File: config.mk
export PLATFORM = sky130hd
export DESIGN_NAME = ordered_list_engine_flat
export DESIGN_NICKNAME = d
export VERILOG_FILES = /design/src/sv/olist_pkg.sv /design/src/sv/olist_if.sv /design/src/sv/olist_dpath.sv /design/src/sv/olist_ctrl.sv /design/src/sv/ordered_list_engine.sv /design/src/flat_wrapper.sv
export VERILOG_INCLUDE_DIRS = /design/src /design/src/sv
export SDC_FILE = /design/constraint.sdc
export NUM_CORES = 1
export LEC_CHECK = 0
export BUFFER_PORTS_ARGS = -buffer_cell sky130_fd_sc_hd__buf_2
export CAP_MARGIN = 20
export CORE_MARGIN = 3
export CORE_UTILIZATION = 62
export DETAILED_ROUTE_END_ITERATION = 7
export HOLD_SLACK_MARGIN = 0.12
export PLACE_DENSITY = 0.77
export SYNTH_ARGS = -nofsm -noshare
export SYNTH_HDL_FRONTEND = slang
export SYNTH_SLANG_ARGS = --single-unit
export TNS_END_PERCENT = 20
File: constraint.sdc
create_clock -name clock -period 5.8 [get_ports clock]
set_clock_uncertainty 0.1 [all_clocks]
set_input_delay 0.58 -clock clock [delete_from_list [all_inputs] [get_ports clock]]
set_output_delay 0.58 -clock clock [all_outputs]
set_load 0.01 [all_outputs]
File: src/sv/ordered_list_engine_macros.svh
// Assertion macros used by the ordered list engine datapath.
`ifndef ORDERED_LIST_ENGINE_MACROS_SVH
`define ORDERED_LIST_ENGINE_MACROS_SVH
`ifndef NO_ASSERTIONS
`define OLE_ASSERT(lbl, prop) \
   lbl: assert property (@(posedge clock) disable iff (reset) (prop)) \
      else $error("olist: invariant check failed");
`define OLE_ASSERT_IMPL(lbl, ante, cons) \
   lbl: assert property (@(posedge clock) disable iff (reset) (ante) |-> (cons)) \
      else $error("olist: implication check failed");
`else
`define OLE_ASSERT(lbl, prop)
`define OLE_ASSERT_IMPL(lbl, ante, cons)
`endif
`endif

File: src/sv/olist_pkg.sv
// Shared constants, codes and controller/datapath structs for the ordered list engine.
`default_nettype none
package olist_pkg;

   localparam int DEPTH  = 16;
   localparam int ADDR_W = $clog2(DEPTH);
   localparam int IDX_W  = $clog2(DEPTH + 1);
   localparam int CMD_W  = 4;
   localparam int VAL_W  = 32;
   localparam int POS_W  = 8;
   localparam int ST_W   = 3;
   localparam int FLD_W  = 5;

   typedef enum logic [CMD_W-1:0] {
      CMD_INS_FRONT = 4'd0,
      CMD_INS_END   = 4'd1,
      CMD_INS_POS   = 4'd2,
      CMD_DEL_FRONT = 4'd3,
      CMD_DEL_END   = 4'd4,
      CMD_DEL_POS   = 4'd5,
      CMD_DISPLAY   = 4'd6,
      CMD_SEARCH    = 4'd7,
      CMD_COUNT     = 4'd8
   } cmd_type;

   typedef enum logic [ST_W-1:0] {
      ST_OK        = 3'd0,
      ST_EMPTY     = 3'd1,
      ST_INV_POS   = 3'd2,
      ST_FULL      = 3'd3,
      ST_NOT_FOUND = 3'd4,
      ST_BAD_CMD   = 3'd5
   } status_type;

   // command class as seen by the controller
   typedef enum logic [2:0] {
      CLS_INS,
      CLS_DEL,
      CLS_DISP,
      CLS_SRCH,
      CLS_OTHER
   } cls_type;

   // kind of result loaded into the output register
   typedef enum logic [1:0] {
      EM_STATUS,
      EM_FOUND,
      EM_ELEM
   } emit_type;

   typedef struct packed {
      logic     ready;
      logic     start;
      logic     rd;
      logic     wr_shift;
      logic     wr_item;
      logic     step;
      logic     cnt_upd;
      logic     set_nf;
      logic     emit;
      emit_type kind;
   } dp_ctl_type;

   typedef struct packed {
      logic    req_valid;
      cls_type cls;
      logic    err;
      logic    shift_done;
      logic    walk_done;
      logic    match;
      logic    last_elem;
      logic    rsp_free;
   } dp_sts_type;

   function automatic cls_type cmd_class(logic [CMD_W-1:0] c);
      cls_type r;
      case (c) inside
         CMD_INS_FRONT, CMD_INS_END, CMD_INS_POS: r = CLS_INS;
         CMD_DEL_FRONT, CMD_DEL_END, CMD_DEL_POS: r = CLS_DEL;
         CMD_DISPLAY:                             r = CLS_DISP;
         CMD_SEARCH:                              r = CLS_SRCH;
         default:                                 r = CLS_OTHER;
      endcase
      return r;
   endfunction

endpackage
`default_nettype wire

File: src/sv/olist_if.sv
// Valid/ready channel interfaces for commands and results.
`default_nettype none
interface olist_req_if;
   import olist_pkg::*;
   logic                    valid;
   logic                    ready;
   logic [CMD_W-1:0]        command;
   logic signed [VAL_W-1:0] item_value;
   logic [POS_W-1:0]        target_position;

   modport source (output valid, command, item_value, target_position, input ready);
   modport sink   (input valid, command, item_value, target_position, output ready);
endinterface

interface olist_rsp_if;
   import olist_pkg::*;
   logic                    valid;
   logic                    ready;
   logic [ST_W-1:0]         status;
   logic signed [VAL_W-1:0] element_value;
   logic [FLD_W-1:0]        element_position;
   logic [FLD_W-1:0]        element_count;
   logic                    last_result;

   modport source (output valid, status, element_value, element_position, element_count,
                   last_result, input ready);
   modport sink   (input valid, status, element_value, element_position, element_count,
                   last_result, output ready);
endinterface
`default_nettype wire

File: src/sv/olist_dpath.sv
// Datapath: element memory, fill count, walk index and the result register.
`default_nettype none
`include "ordered_list_engine_macros.svh"
module olist_dpath (
   input  logic                clock,
   input  logic                reset,
   olist_req_if.sink           req,
   olist_rsp_if.source         rsp,
   input  olist_pkg::dp_ctl_type ctl,
   output olist_pkg::dp_sts_type sts
);
   import olist_pkg::*;

   logic [VAL_W-1:0]        mem [DEPTH];
   logic [CMD_W-1:0]        cmd_ff;
   logic [VAL_W-1:0]        val_ff;
   status_type              st_ff;
   status_type              st_in;
   logic [IDX_W-1:0]        tgt_ff;
   logic [IDX_W-1:0]        tgt_in;
   logic [IDX_W-1:0]        idx_ff;
   logic [IDX_W-1:0]        count_ff;
   logic [VAL_W-1:0]        rdata_ff;
   logic [IDX_W-1:0]        rd_idx;
   logic [IDX_W-1:0]        idx_next;
   logic                    load;
   logic                    empty;
   logic                    full;
   logic                    pos_zero;
   logic                    pos_ins_hi;
   logic                    pos_del_hi;
   cls_type                 cls;
   logic                    rsp_valid_ff;
   status_type              rsp_st_ff;
   logic [VAL_W-1:0]        rsp_val_ff;
   logic [FLD_W-1:0]        rsp_pos_ff;
   logic [FLD_W-1:0]        rsp_cnt_ff;
   logic                    rsp_last_ff;

   assign load     = req.valid & ctl.ready;
   assign req.ready = ctl.ready;
   assign cls      = cmd_class(cmd_ff);

   // check the command against the list as it stands at accept
   assign empty      = (count_ff == '0);
   assign full       = (count_ff >= IDX_W'(DEPTH));
   assign pos_zero   = (req.target_position == '0);
   assign pos_ins_hi = ({1'b0, req.target_position} > ((POS_W+1)'(count_ff) + (POS_W+1)'(1)));
   assign pos_del_hi = ({1'b0, req.target_position} > (POS_W+1)'(count_ff));

   always_comb begin
      st_in  = ST_OK;
      tgt_in = '0;
      case (req.command) inside
         CMD_INS_FRONT: begin
            if (full) st_in = ST_FULL;
         end
         CMD_INS_END: begin
            if (full) st_in = ST_FULL;
            tgt_in = count_ff;
         end
         CMD_INS_POS: begin
            if (pos_zero || pos_ins_hi) st_in = ST_INV_POS;
            else if (full)              st_in = ST_FULL;
            tgt_in = IDX_W'(req.target_position - POS_W'(1));
         end
         CMD_DEL_FRONT: begin
            if (empty) st_in = ST_EMPTY;
         end
         CMD_DEL_END: begin
            if (empty) st_in = ST_EMPTY;
            tgt_in = count_ff - IDX_W'(1);
         end
         CMD_DEL_POS: begin
            if (empty)                       st_in = ST_EMPTY;
            else if (pos_zero || pos_del_hi) st_in = ST_INV_POS;
            tgt_in = IDX_W'(req.target_position - POS_W'(1));
         end
         CMD_DISPLAY: begin
            if (empty) st_in = ST_EMPTY;
         end
         CMD_SEARCH, CMD_COUNT: st_in = ST_OK;
         default: st_in = ST_BAD_CMD;
      endcase
   end

   // read address: insert pulls from below, delete from above, walks read in place
   always_comb begin
      case (cls)
         CLS_INS: rd_idx = idx_ff - IDX_W'(1);
         CLS_DEL: rd_idx = idx_ff + IDX_W'(1);
         default: rd_idx = idx_ff;
      endcase
   end

   assign idx_next = (cls == CLS_INS) ? idx_ff - IDX_W'(1) : idx_ff + IDX_W'(1);

   // hold the accepted command
   always_ff @(posedge clock) begin
      if (load) begin
         cmd_ff <= req.command;
         val_ff <= req.item_value;
         tgt_ff <= tgt_in;
      end
      if (load)            st_ff <= st_in;
      else if (ctl.set_nf) st_ff <= ST_NOT_FOUND;
   end

   // advance the walk index
   always_ff @(posedge clock) begin
      if (ctl.start) begin
         case (cls)
            CLS_INS: idx_ff <= count_ff;
            CLS_DEL: idx_ff <= tgt_ff;
            default: idx_ff <= '0;
         endcase
      end else if (ctl.step) begin
         idx_ff <= idx_next;
      end
   end

   // update the fill count
   always_ff @(posedge clock) begin
      if (reset) begin
         count_ff <= '0;
      end else if (ctl.cnt_upd) begin
         if (cls == CLS_INS) count_ff <= count_ff + IDX_W'(1);
         else                count_ff <= count_ff - IDX_W'(1);
      end
   end

   // element memory, one write and one registered read port
   always_ff @(posedge clock) begin
      if (ctl.wr_shift)     mem[idx_ff[ADDR_W-1:0]] <= rdata_ff;
      else if (ctl.wr_item) mem[idx_ff[ADDR_W-1:0]] <= val_ff;
      if (ctl.rd)           rdata_ff <= mem[rd_idx[ADDR_W-1:0]];
   end

   // result register, free again once taken
   always_ff @(posedge clock) begin
      if (reset) begin
         rsp_valid_ff <= 1'b0;
      end else if (ctl.emit) begin
         rsp_valid_ff <= 1'b1;
      end else if (rsp.ready) begin
         rsp_valid_ff <= 1'b0;
      end
   end

   always_ff @(posedge clock) begin
      if (ctl.emit) begin
         rsp_cnt_ff <= FLD_W'(count_ff);
         case (ctl.kind)
            EM_FOUND: begin
               rsp_st_ff   <= ST_OK;
               rsp_val_ff  <= '0;
               rsp_pos_ff  <= FLD_W'(idx_ff + IDX_W'(1));
               rsp_last_ff <= 1'b1;
            end
            EM_ELEM: begin
               rsp_st_ff   <= ST_OK;
               rsp_val_ff  <= rdata_ff;
               rsp_pos_ff  <= FLD_W'(idx_ff + IDX_W'(1));
               rsp_last_ff <= sts.last_elem;
            end
            default: begin
               rsp_st_ff   <= st_ff;
               rsp_val_ff  <= '0;
               rsp_pos_ff  <= '0;
               rsp_last_ff <= 1'b1;
            end
         endcase
      end
   end

   assign rsp.valid            = rsp_valid_ff;
   assign rsp.status           = rsp_st_ff;
   assign rsp.element_value    = rsp_val_ff;
   assign rsp.element_position = rsp_pos_ff;
   assign rsp.element_count    = rsp_cnt_ff;
   assign rsp.last_result      = rsp_last_ff;

   // status back to the controller
   assign sts.req_valid  = req.valid;
   assign sts.cls        = cls;
   assign sts.err        = (st_ff != ST_OK);
   assign sts.shift_done = (cls == CLS_INS) ? (idx_ff == tgt_ff)
                                            : ((idx_ff + IDX_W'(1)) >= count_ff);
   assign sts.walk_done  = (idx_ff == count_ff);
   assign sts.match      = (rdata_ff == val_ff);
   assign sts.last_elem  = ((idx_ff + IDX_W'(1)) == count_ff);
   assign sts.rsp_free   = ~rsp_valid_ff | rsp.ready;

   `OLE_ASSERT(a_cnt_max, count_ff <= IDX_W'(DEPTH))
   `OLE_ASSERT_IMPL(a_emit_free, ctl.emit, sts.rsp_free)
   `OLE_ASSERT_IMPL(a_rd_range, ctl.rd, rd_idx < count_ff)
   `OLE_ASSERT_IMPL(a_ins_room, ctl.wr_item, count_ff < IDX_W'(DEPTH))

endmodule
`default_nettype wire

File: src/sv/olist_ctrl.sv
// Controller: sequences shifts, walks and result emission for each command.
`default_nettype none
module olist_ctrl (
   input  logic                  clock,
   input  logic                  reset,
   input  olist_pkg::dp_sts_type sts,
   output olist_pkg::dp_ctl_type ctl
);
   import olist_pkg::*;

   typedef enum logic [3:0] {
      S_IDLE,
      S_DISPATCH,
      S_SHIFT_CHK,
      S_SHIFT_WR,
      S_WALK_CHK,
      S_WALK_CMP,
      S_FOUND,
      S_DISP_OUT,
      S_FINISH
   } state_type;

   state_type state_ff;
   state_type state_in;

   // next state and datapath commands
   always_comb begin
      ctl      = '0;
      ctl.kind = EM_STATUS;
      state_in = state_ff;
      unique case (state_ff)
         S_IDLE: begin
            ctl.ready = 1'b1;
            if (sts.req_valid) state_in = S_DISPATCH;
         end
         S_DISPATCH: begin
            if (sts.err || sts.cls == CLS_OTHER) begin
               state_in = S_FINISH;
            end else begin
               ctl.start = 1'b1;
               if (sts.cls == CLS_INS || sts.cls == CLS_DEL) state_in = S_SHIFT_CHK;
               else                                           state_in = S_WALK_CHK;
            end
         end
         S_SHIFT_CHK: begin
            if (sts.shift_done) begin
               ctl.wr_item = (sts.cls == CLS_INS);
               ctl.cnt_upd = 1'b1;
               state_in    = S_FINISH;
            end else begin
               ctl.rd   = 1'b1;
               state_in = S_SHIFT_WR;
            end
         end
         S_SHIFT_WR: begin
            ctl.wr_shift = 1'b1;
            ctl.step     = 1'b1;
            state_in     = S_SHIFT_CHK;
         end
         S_WALK_CHK: begin
            if (sts.walk_done) begin
               ctl.set_nf = 1'b1;
               state_in   = S_FINISH;
            end else begin
               ctl.rd   = 1'b1;
               state_in = S_WALK_CMP;
            end
         end
         S_WALK_CMP: begin
            if (sts.cls == CLS_SRCH) begin
               if (sts.match) begin
                  state_in = S_FOUND;
               end else begin
                  ctl.step = 1'b1;
                  state_in = S_WALK_CHK;
               end
            end else begin
               state_in = S_DISP_OUT;
            end
         end
         S_FOUND: begin
            ctl.kind = EM_FOUND;
            if (sts.rsp_free) begin
               ctl.emit = 1'b1;
               state_in = S_IDLE;
            end
         end
         S_DISP_OUT: begin
            ctl.kind = EM_ELEM;
            if (sts.rsp_free) begin
               ctl.emit = 1'b1;
               ctl.step = 1'b1;
               state_in = sts.last_elem ? S_IDLE : S_WALK_CHK;
            end
         end
         S_FINISH: begin
            if (sts.rsp_free) begin
               ctl.emit = 1'b1;
               state_in = S_IDLE;
            end
         end
         default: state_in = S_IDLE;
      endcase
   end

   // hold state
   always_ff @(posedge clock) begin
      if (reset) begin
         state_ff <= S_IDLE;
      end else begin
         state_ff <= state_in;
      end
   end

endmodule
`default_nettype wire

File: src/sv/ordered_list_engine.sv
// Ordered list of up to sixteen signed 32-bit values driven by a command channel.
//
// Commands come in on req_ch (command, item_value, target_position) and are
// accepted when valid and ready are both high; ready is high only while no
// command is in progress. Each command gives one or more results on rsp_ch
// (status, element_value, element_position, element_count, last_result), the
// final one marked by last_result. Display streams one result per element.
// Insert and delete move the elements from the target position to the end one
// at a time; search compares elements from the front until a match or the end
// of the list. The engine returns to idle, with ready high, as the final result
// loads. The element memory has registered read data, so every moved or
// inspected element is read in one state and used in a later one. Results sit
// in one output register; a new command is taken while an earlier result still
// waits, and a stalled receiver holds the engine at its next result.
// Synchronous reset empties the list and drops any pending result; memory
// contents are not cleared since only held entries are read.
`default_nettype none
module ordered_list_engine (
   input  logic        clock,
   input  logic        reset,
   olist_req_if.sink   req_ch,
   olist_rsp_if.source rsp_ch
);
   import olist_pkg::*;

   dp_ctl_type ctl;
   dp_sts_type sts;

   olist_ctrl u_ctrl (
      .clock (clock),
      .reset (reset),
      .sts   (sts),
      .ctl   (ctl)
   );

   olist_dpath u_dpath (
      .clock (clock),
      .reset (reset),
      .req   (req_ch),
      .rsp   (rsp_ch),
      .ctl   (ctl),
      .sts   (sts)
   );

endmodule
`default_nettype wire
File: src/flat_wrapper.sv
// flat-port wrapper written by rule: the top's interface ports become plain ports
module ordered_list_engine_flat import olist_pkg::*;
  (clock, reset, req_ch_valid, req_ch_command, req_ch_item_value, req_ch_target_position, req_ch_ready, rsp_ch_valid, rsp_ch_status, rsp_ch_element_value, rsp_ch_element_position, rsp_ch_element_count, rsp_ch_last_result, rsp_ch_ready);
  olist_req_if req_ch_i ();
  olist_rsp_if rsp_ch_i ();
  input  logic clock;
  input  logic reset;
  input wire logic [$bits(req_ch_i.valid)-1:0] req_ch_valid;
  input wire logic [$bits(req_ch_i.command)-1:0] req_ch_command;
  input wire logic [$bits(req_ch_i.item_value)-1:0] req_ch_item_value;
  input wire logic [$bits(req_ch_i.target_position)-1:0] req_ch_target_position;
  output wire logic [$bits(req_ch_i.ready)-1:0] req_ch_ready;
  output wire logic [$bits(rsp_ch_i.valid)-1:0] rsp_ch_valid;
  output wire logic [$bits(rsp_ch_i.status)-1:0] rsp_ch_status;
  output wire logic [$bits(rsp_ch_i.element_value)-1:0] rsp_ch_element_value;
  output wire logic [$bits(rsp_ch_i.element_position)-1:0] rsp_ch_element_position;
  output wire logic [$bits(rsp_ch_i.element_count)-1:0] rsp_ch_element_count;
  output wire logic [$bits(rsp_ch_i.last_result)-1:0] rsp_ch_last_result;
  input wire logic [$bits(rsp_ch_i.ready)-1:0] rsp_ch_ready;
  assign req_ch_i.valid = req_ch_valid;
  assign req_ch_i.command = req_ch_command;
  assign req_ch_i.item_value = req_ch_item_value;
  assign req_ch_i.target_position = req_ch_target_position;
  assign req_ch_ready = req_ch_i.ready;
  assign rsp_ch_valid = rsp_ch_i.valid;
  assign rsp_ch_status = rsp_ch_i.status;
  assign rsp_ch_element_value = rsp_ch_i.element_value;
  assign rsp_ch_element_position = rsp_ch_i.element_position;
  assign rsp_ch_element_count = rsp_ch_i.element_count;
  assign rsp_ch_last_result = rsp_ch_i.last_result;
  assign rsp_ch_i.ready = rsp_ch_ready;
  ordered_list_engine u_core (.clock(clock), .reset(reset), .req_ch(req_ch_i), .rsp_ch(rsp_ch_i));
endmodule
Word-level counts from Yosys, hierarchy flattened
Memory sizes are Yosys's and may differ from the RTL's. A register that Yosys moved wholly into a read port is not among the register bits.
Cells that the tools add are included.
{"block": "word_totals", "out_inout_bits": 48, "inputBits": 48, "n_memories": 1, "elab_cells": 153, "mem_bits_rw": 512, "regBits": 105}
{"memory": "u_core.u_dpath.mem", "words": 16, "word_bits": 32, "read_ports": 1, "rd_clocked_by_memory_dff": 1, "wr": 1, "line": "olist_dpath.sv:14", "rtl": "logic [VAL_W-1:0] mem [DEPTH];"}
{"block": "op_classes", "magnitude_cmp": 4, "n_bitwise": 4, "n_reduce_logical": 21, "addsub": 6, "mux": 69, "n_eq_ne": 35}
{"operator": "== test 4 x 3 -> 1 bit (second input constant)", "n": 12}
{"operator": "two-way mux 3 bit", "n": 16}
{"operator": "two-way mux 5 bit", "n": 9}
{"operator": "== test 32 bit", "n": 1}
{"operator": "two-way mux 32 bit", "n": 1}
{"operator": "case mux 4 bit (8 select lines)", "n": 1}
{"operator": "two-way mux 4 bit", "n": 7}
{"operator": "two-way mux 1 bit", "n": 25}
{"operator": "== test 4 x 2 -> 1 bit (second input constant)", "n": 6}
{"operator": "== test 5 bit", "n": 3}
{"operator": "subtractor 5 x 1 -> 5 bit (second input constant)", "n": 3}
{"operator": "== test 4 x 1 -> 1 bit (second input constant)", "n": 3}
{"operator": "logical NOT 4 bit", "n": 3}
{"operator": "adder 5 x 1 -> 5 bit (second input constant)", "n": 2}
{"operator": "two-way mux 2 bit", "n": 5}
{"operator": "case mux 5 bit (2 select lines)", "n": 1}
{"operator": "OR reduction 3 bit", "n": 3}
{"operator": "== test 4 bit (second input constant)", "n": 2}
{"operator": "> comparator 8 x 5 -> 1 bit", "n": 1}
{"operator": "> comparator 8 x 6 -> 1 bit", "n": 1}
{"operator": "logical NOT 8 bit", "n": 1}
{"operator": "case mux 4 bit (2 select lines)", "n": 1}
{"operator": "adder 5 x 1 -> 6 bit (second input constant)", "n": 1}
{"operator": "nonzero test 2 bit", "n": 3}
{"operator": "other kinds (21)", "n": 28}

Logic depth before layout (Yosys ltp)
{"block": "depth", "word_depth": 13, "ltp_mapped": 11, "depth_no_buf": 10}

Cells and area by module
From an unflattened synthesis, not the netlist that was laid out.
{"block": "unflattened", "cells_unflattened": 1389, "area_unflattened_um2": 26341.5}
{"mod": "olist_dpath", "instances": 1, "cells_per_inst": 1319, "seq_area_each_um2": 19308.5, "area_each_um2": 25893.6}
{"mod": "olist_ctrl", "instances": 1, "cells_per_inst": 70, "seq_area_each_um2": 80.1, "area_each_um2": 447.9}

Worst setup path before layout
OpenSTA, ideal clock, no wires.
{"block": "synth_path", "kind": "register to register", "from": "register u_core.u_dpath.cmd_ff[1]", "to": "memory u_core.u_dpath.mem[3][0] (enable)", "path_slack_ns": 1.188, "setup_time_ns": 0.461, "path_buffers": 1, "synth_period_minus_slack_ns": 4.612, "required_time_ns": 5.239, "arrival_time_ns": 4.051, "path_stages_with_launch": 8, "path_cell_list": "edfxtp_1 a211oi_2 nand4_1 or4_1 buf_2 o21ai_2 nand2_1 nor3_1"}
{"block": "synth_between", "elab_chain_len": 13, "word_cells_on_any_way": 22, "classes_between": "eq/ne (7); mux (10); bitwise (1); reduce/logical (4)"}
{"item": "start, declared", "line": "olist_dpath.sv:15", "rtl": "logic [CMD_W-1:0] cmd_ff;"}
{"item": "start signal, assigned", "line": "olist_dpath.sv:101", "rtl": "cmd_ff <= req.command;"}
{"item": "== test 4 x 3 -> 1 bit", "line": "olist_dpath.sv:42", "rtl": "assign cls = cmd_class(cmd_ff);"}
{"item": "two-way mux 3 bit (3 in series)", "line": "olist_pkg.sv:77", "rtl": "case (c) inside"}
{"item": "two-way mux 3 bit *", "line": "olist_pkg.sv:77"}
{"item": "logical NOT 3 bit *", "line": "olist_dpath.sv:187, olist_ctrl.sv:47"}
{"item": "two-way mux 1 bit", "line": "olist_dpath.sv:187", "rtl": "assign sts.shift_done = (cls == CLS_INS) ? (idx_ff == tgt_ff)"}
{"item": "two-way mux 1 bit *", "line": "olist_ctrl.sv:46", "rtl": "if (sts.shift_done) begin"}
{"item": "two-way mux 1 bit *", "line": "olist_ctrl.sv:31", "rtl": "unique case (state_ff)"}
{"item": "two-way mux 1 bit *", "line": "olist_dpath.sv:135", "rtl": "else if (ctl.wr_item) mem[idx_ff[ADDR_W-1:0]] <= val_ff;"}
{"item": "two-way mux 1 bit *", "line": "olist_dpath.sv:134", "rtl": "if (ctl.wr_shift) mem[idx_ff[ADDR_W-1:0]] <= rdata_ff;"}
{"item": "two-way mux 1 bit (not written as such) *", "line": "olist_dpath.sv:135"}
{"item": "OR 1 bit (no line) *"}
{"item": "end, declared", "line": "olist_dpath.sv:14"}
Mark *: on every way between the ends. The rest lies on a longest branch, timed or not.

Worst setup path after layout
{"block": "layout_path", "from": "register u_core.u_ctrl.state_ff[1]", "to": "memory u_core.u_dpath.mem[11][22] (enable)"}
{"block": "layout_between", "elab_chain_len": 6, "word_cells_on_any_way": 10, "classes_between": "eq/ne (2); mux (7); bitwise (1)"}
{"item": "start, declared", "line": "olist_ctrl.sv:23", "rtl": "state_type state_ff;"}
{"item": "start signal, assigned", "line": "olist_ctrl.sv:111", "rtl": "state_ff <= state_in;"}
{"item": "== test 4 x 2 -> 1 bit", "line": "olist_ctrl.sv:31"}
{"item": "two-way mux 1 bit", "line": "olist_ctrl.sv:31"}
{"item": "two-way mux 1 bit", "line": "olist_dpath.sv:135"}
{"item": "two-way mux 1 bit", "line": "olist_dpath.sv:134"}
{"item": "two-way mux 1 bit (not written as such)", "line": "olist_dpath.sv:135"}
{"item": "OR 1 bit (no line) *"}
Marked as above.

==> impl_metrics.csv <==
group,metric,value,unit
outcome,status,"completed",
logic_synthesis,synth_fa_ha_area_share,1.18,%
clock_tree,h-tree-depth,3,
logic_synthesis,synthArstFlopShare,0,%
timing,drv_slew,0,
power_and_ir_drop,total_power,0.0102,W
setup_path,startpoint_type,"flop",
finish,nNetsFinal,1846,
finish,area_growth,13.4,%
die,die_y,217,um
logic_synthesis,synth-seq-cells,649,
global_route,grt_pass1_wl,92500,um
timing,setup_viol,0,
timing,fmax,0.232,GHz
logic_synthesis,synth_area,0.0277,sq mm
logic_synthesis,ys.flop_type,"edfxtp_1",
hold_path,hp-class,"input pin to flop",
logic_synthesis,synthSimpleGateAreaFrac,3.59,%
logic_synthesis,synth_top_family_by_area,"multiplexers",
logic_synthesis,synth_xor_area_share,2.13,%
drt,routedWlPerCell,25.6,um
drt,vias,14700,
finish,fillCellCount,2795,
logic_synthesis,syn_inst,1628,
power_and_ir_drop,leakagePower,11.8,nW
drt,routed_wl,61500,um
setup_path,r2r-start,"u_core.u_ctrl.state_ff[1]",
clock_tree,path_clk_slew,0.06,ns
logic_synthesis,avgSynthCellArea,17.0,sq um
logic_synthesis,ys.warnings.count,0,
drt,wl_met3,3990,um
setup_path,crit_fanout,33,
timing,rsz0062_at_grt,"no",
hold_path,whs_path_depth,2,
hold_path,min_from,"reset",
die,die_x,217,um
setup_path,critPathRequiredTime,5.98,ns
clock_tree,cts.sinks,649,
global_route,gr-total-overflow,0,
drt,drt-vias-per-instance,6.12,
logic_synthesis,syn-num-nets,1702,
place,gp_congestion,0.863,
power_and_ir_drop,power.density,324,mW/mm^2
job,max-cap-violations,0,
clock_tree,cts_tree,"yes",
global_route,grt_pass1_vias,15100,
timing,worstMarginPinSlew,1.06,ns
die,dieArea,0.0472,sq mm
timing,finalCriticalPeriod,4.30,ns
drt,wl_met2,30600,um
setup_path,worstSetupPathType,"flop to flop",
die,floorplan.initialDensity,63.5,%
logic_synthesis,seq_area_frac_synth,70.1,%
drt,drt_iter0_drc,1607,
clock_tree,cts_buffers,66,
timing,hold_viol_final,0,
global_route,antenna_found_initial,0,
logic_synthesis,synth_edf_count,639,
drt,first_pass_iters,5,
setup_path,cp-end-kind,"flop",
logic_synthesis,synth_cell_type_count,60,
timing,tns,0,ns
place,io_buffers,95,
clock_tree,clockBufferDepth,3,
clock_tree,clkLatencyLatePin,0.58,ns
drt,drt-met1-wl,25000,um
clock_tree,cts-root-buf,"clkbuf_16",
timing,min_period_over_period,74.2,%
finish,multi_input_area,0.00797,sq mm
die,num_io_pins,96,
place,hpwlAfterDp,34200,um
setup_path,crit_arrival,4.49,ns
setup_path,r2r_cells,8,
logic_synthesis,synth_compound_area_share,2.18,%
global_route,grt_max_degree,133,
power_and_ir_drop,vdd_drop_max,0.329,mV
die,core,0.0436,sq mm
finish,drive_gt1_share,15.5,%
die,num_rows,76,
logic_synthesis,synthMuxAreaShare,19.2,%
drt,highest_layer,"met4",
drt,drc_errors,0,
finish,ff_latch_area,0.0194,sq mm
global_route,grt_usage,26.4,%
timing,slew_headroom,29.4,%
finish,num_antenna_cells,0,
drt,ant_nets,0,
setup_path,startpoint,"u_core.u_ctrl.state_ff[1]",
flip-flops by register name, summed over array words and instances, names as in the netlist:
| register | count |
|---|---|
| u_core.u_dpath.rsp.valid | 1 |
| u_core.u_dpath.rsp.last_result | 1 |
| u_core.u_dpath.rsp.element_position | 5 |
| u_core.u_dpath.rsp.element_value | 32 |
| u_core.u_dpath.rdata_ff | 32 |
| u_core.u_dpath.rsp.element_count | 5 |
| u_core.u_dpath.rsp.status | 3 |
| u_core.u_dpath.tgt_ff | 5 |
| u_core.u_ctrl.state_ff | 4 |
| u_core.u_dpath.st_ff | 3 |
| u_core.u_dpath.val_ff | 32 |
| u_core.u_dpath.mem | 512 |
| u_core.u_dpath.cmd_ff | 4 |
| u_core.u_dpath.count_ff | 5 |
| u_core.u_dpath.idx_ff | 5 |
cells in the final DEF, fill, tap and decap left out, types with 5 or more instances in the layout:
master,Yosys,layout
a21oi_1,20,19
a221oi_1,5,5
a31oi_1,5,5
and2_1,35,35
buf_2,46,95
buf_4,6,27
bufinv_16,0,7
clkbuf_1,25,6
clkbuf_16,0,69
clkinv_1,0,14
clkinv_2,0,14
clkinvlp_4,0,6
dfxtp_1,10,10
dlygate4sd3_1,0,32
edfxtp_1,639,639
ha_1,26,26
inv_1,14,13
mux2_4,30,30
mux2i_1,483,483
nand2_1,37,37
nand2b_1,11,11
nand3_1,10,10
nand4_1,5,5
nor2_1,40,27
nor2_4,0,13
nor2b_1,10,10
nor3_1,12,8
nor4_1,13,13
o21ai_0,11,10
o22a_1,5,5
xnor2_1,27,25
xor2_1,37,37
layer usage:
| metal | vias up | track usage (%) |
|---|---|---|
| met5 | - | 0 |
| met4 | 0 | 8.85 |
| met3 | 127 | 4.23 |
| met2 | 509 | 44.2 |
| met1 | 7486 | 35.9 |
| li1 | 6597 | - |
report_power, final:
group	internal (W)	switching, W	total [W]
clock	0.00248	0.00172	0.00420
combinational	0.000344	0.000428	0.000772
sequential	0.00515	0.0000381	0.00519
cells in the mapped netlist (all sizes together), types with 3 or more instances:
cell type	n	area, sq um
edfxtp	639	19200
mux2i	483	4830
buf	57	317
nor2	40	150
xor2	38	352
nand2	37	139
and2	35	219
mux2	32	473
xnor2	27	236
ha	26	325
clkbuf	25	93.8
a21oi	20	100
inv	14	52.6
nor4	13	81.3
nor3	12	60.1
o21ai	12	63.8
nand2b	11	68.8
dfxtp	10	200
nand3	10	50.1
nor2b	10	62.6
a211oi	5	42.5
a221oi	5	43.8
a31oi	5	31.3
nand4	5	31.3
o22a	5	43.8
a22oi	4	30.0
and3	4	25.0
or3	4	25.0
o22ai	3	18.8
o32ai	3	26.3
or4	3	22.5
timing repair:
item,4_1_cts,5_1_grt
buffers inserted,0,0
hold buffers,32,0
gates resized for setup,0,0
hold endpoints to repair,32,0
logic make-up after synthesis:
| family | count (synthesis) |
|---|---|
| fa+ha+maj | 26 |
| mux | 515 |
| simple gates | 191 |
| buf+inv | 96 |
| compound gates | 86 |
| xor+xnor | 65 |
| flops | 649 |
layout make-up:
class	count	share of cell area, %
inverters	14	0.168
well taps	585	2.33
repair buffers	158	3.44
flip-flops and latches	649	61.8
clock buffers	75	5.58
multi-input cells	883	25.4
clock inverters	43	1.26
per-stage QoR:
step	cells	hold slack (ns)	instance area (sq um)	util, %	worst slack, ns
floorplan	1628	0.306	27700	-	1.19
global placement	2257	0.432	28900	66.4	1.64
detailed placement	2257	0.459	28900	66.4	1.61
CTS	2407	0.213	31400	72.0	1.53
global route	2407	0.240	31400	72.0	1.36
finish	2407	0.229	31400	72.0	1.50
worst paths after layout:
check                                               endpoint  slack (ns)
worst max-delay path              u_core.u_dpath.mem[11][22]        1.50
worst min-delay path              u_core.u_dpath.count_ff[3]        0.23
worst max register to register    u_core.u_dpath.mem[11][22]        1.50
worst min register to register  u_core.u_dpath.rsp.status[0]        0.47
critical path: stages (launching register included):
cell and delay [ns]:
dfxtp_1 0.57, nand2b_1 0.16, or3_1 0.46, or4_2 0.69, buf_4 0.40, o21ai_2 0.21, nand2_1 0.24, nor2_4 0.84
buf_4 0.30
Note: power is estimated with default switching activity, not from simulation.
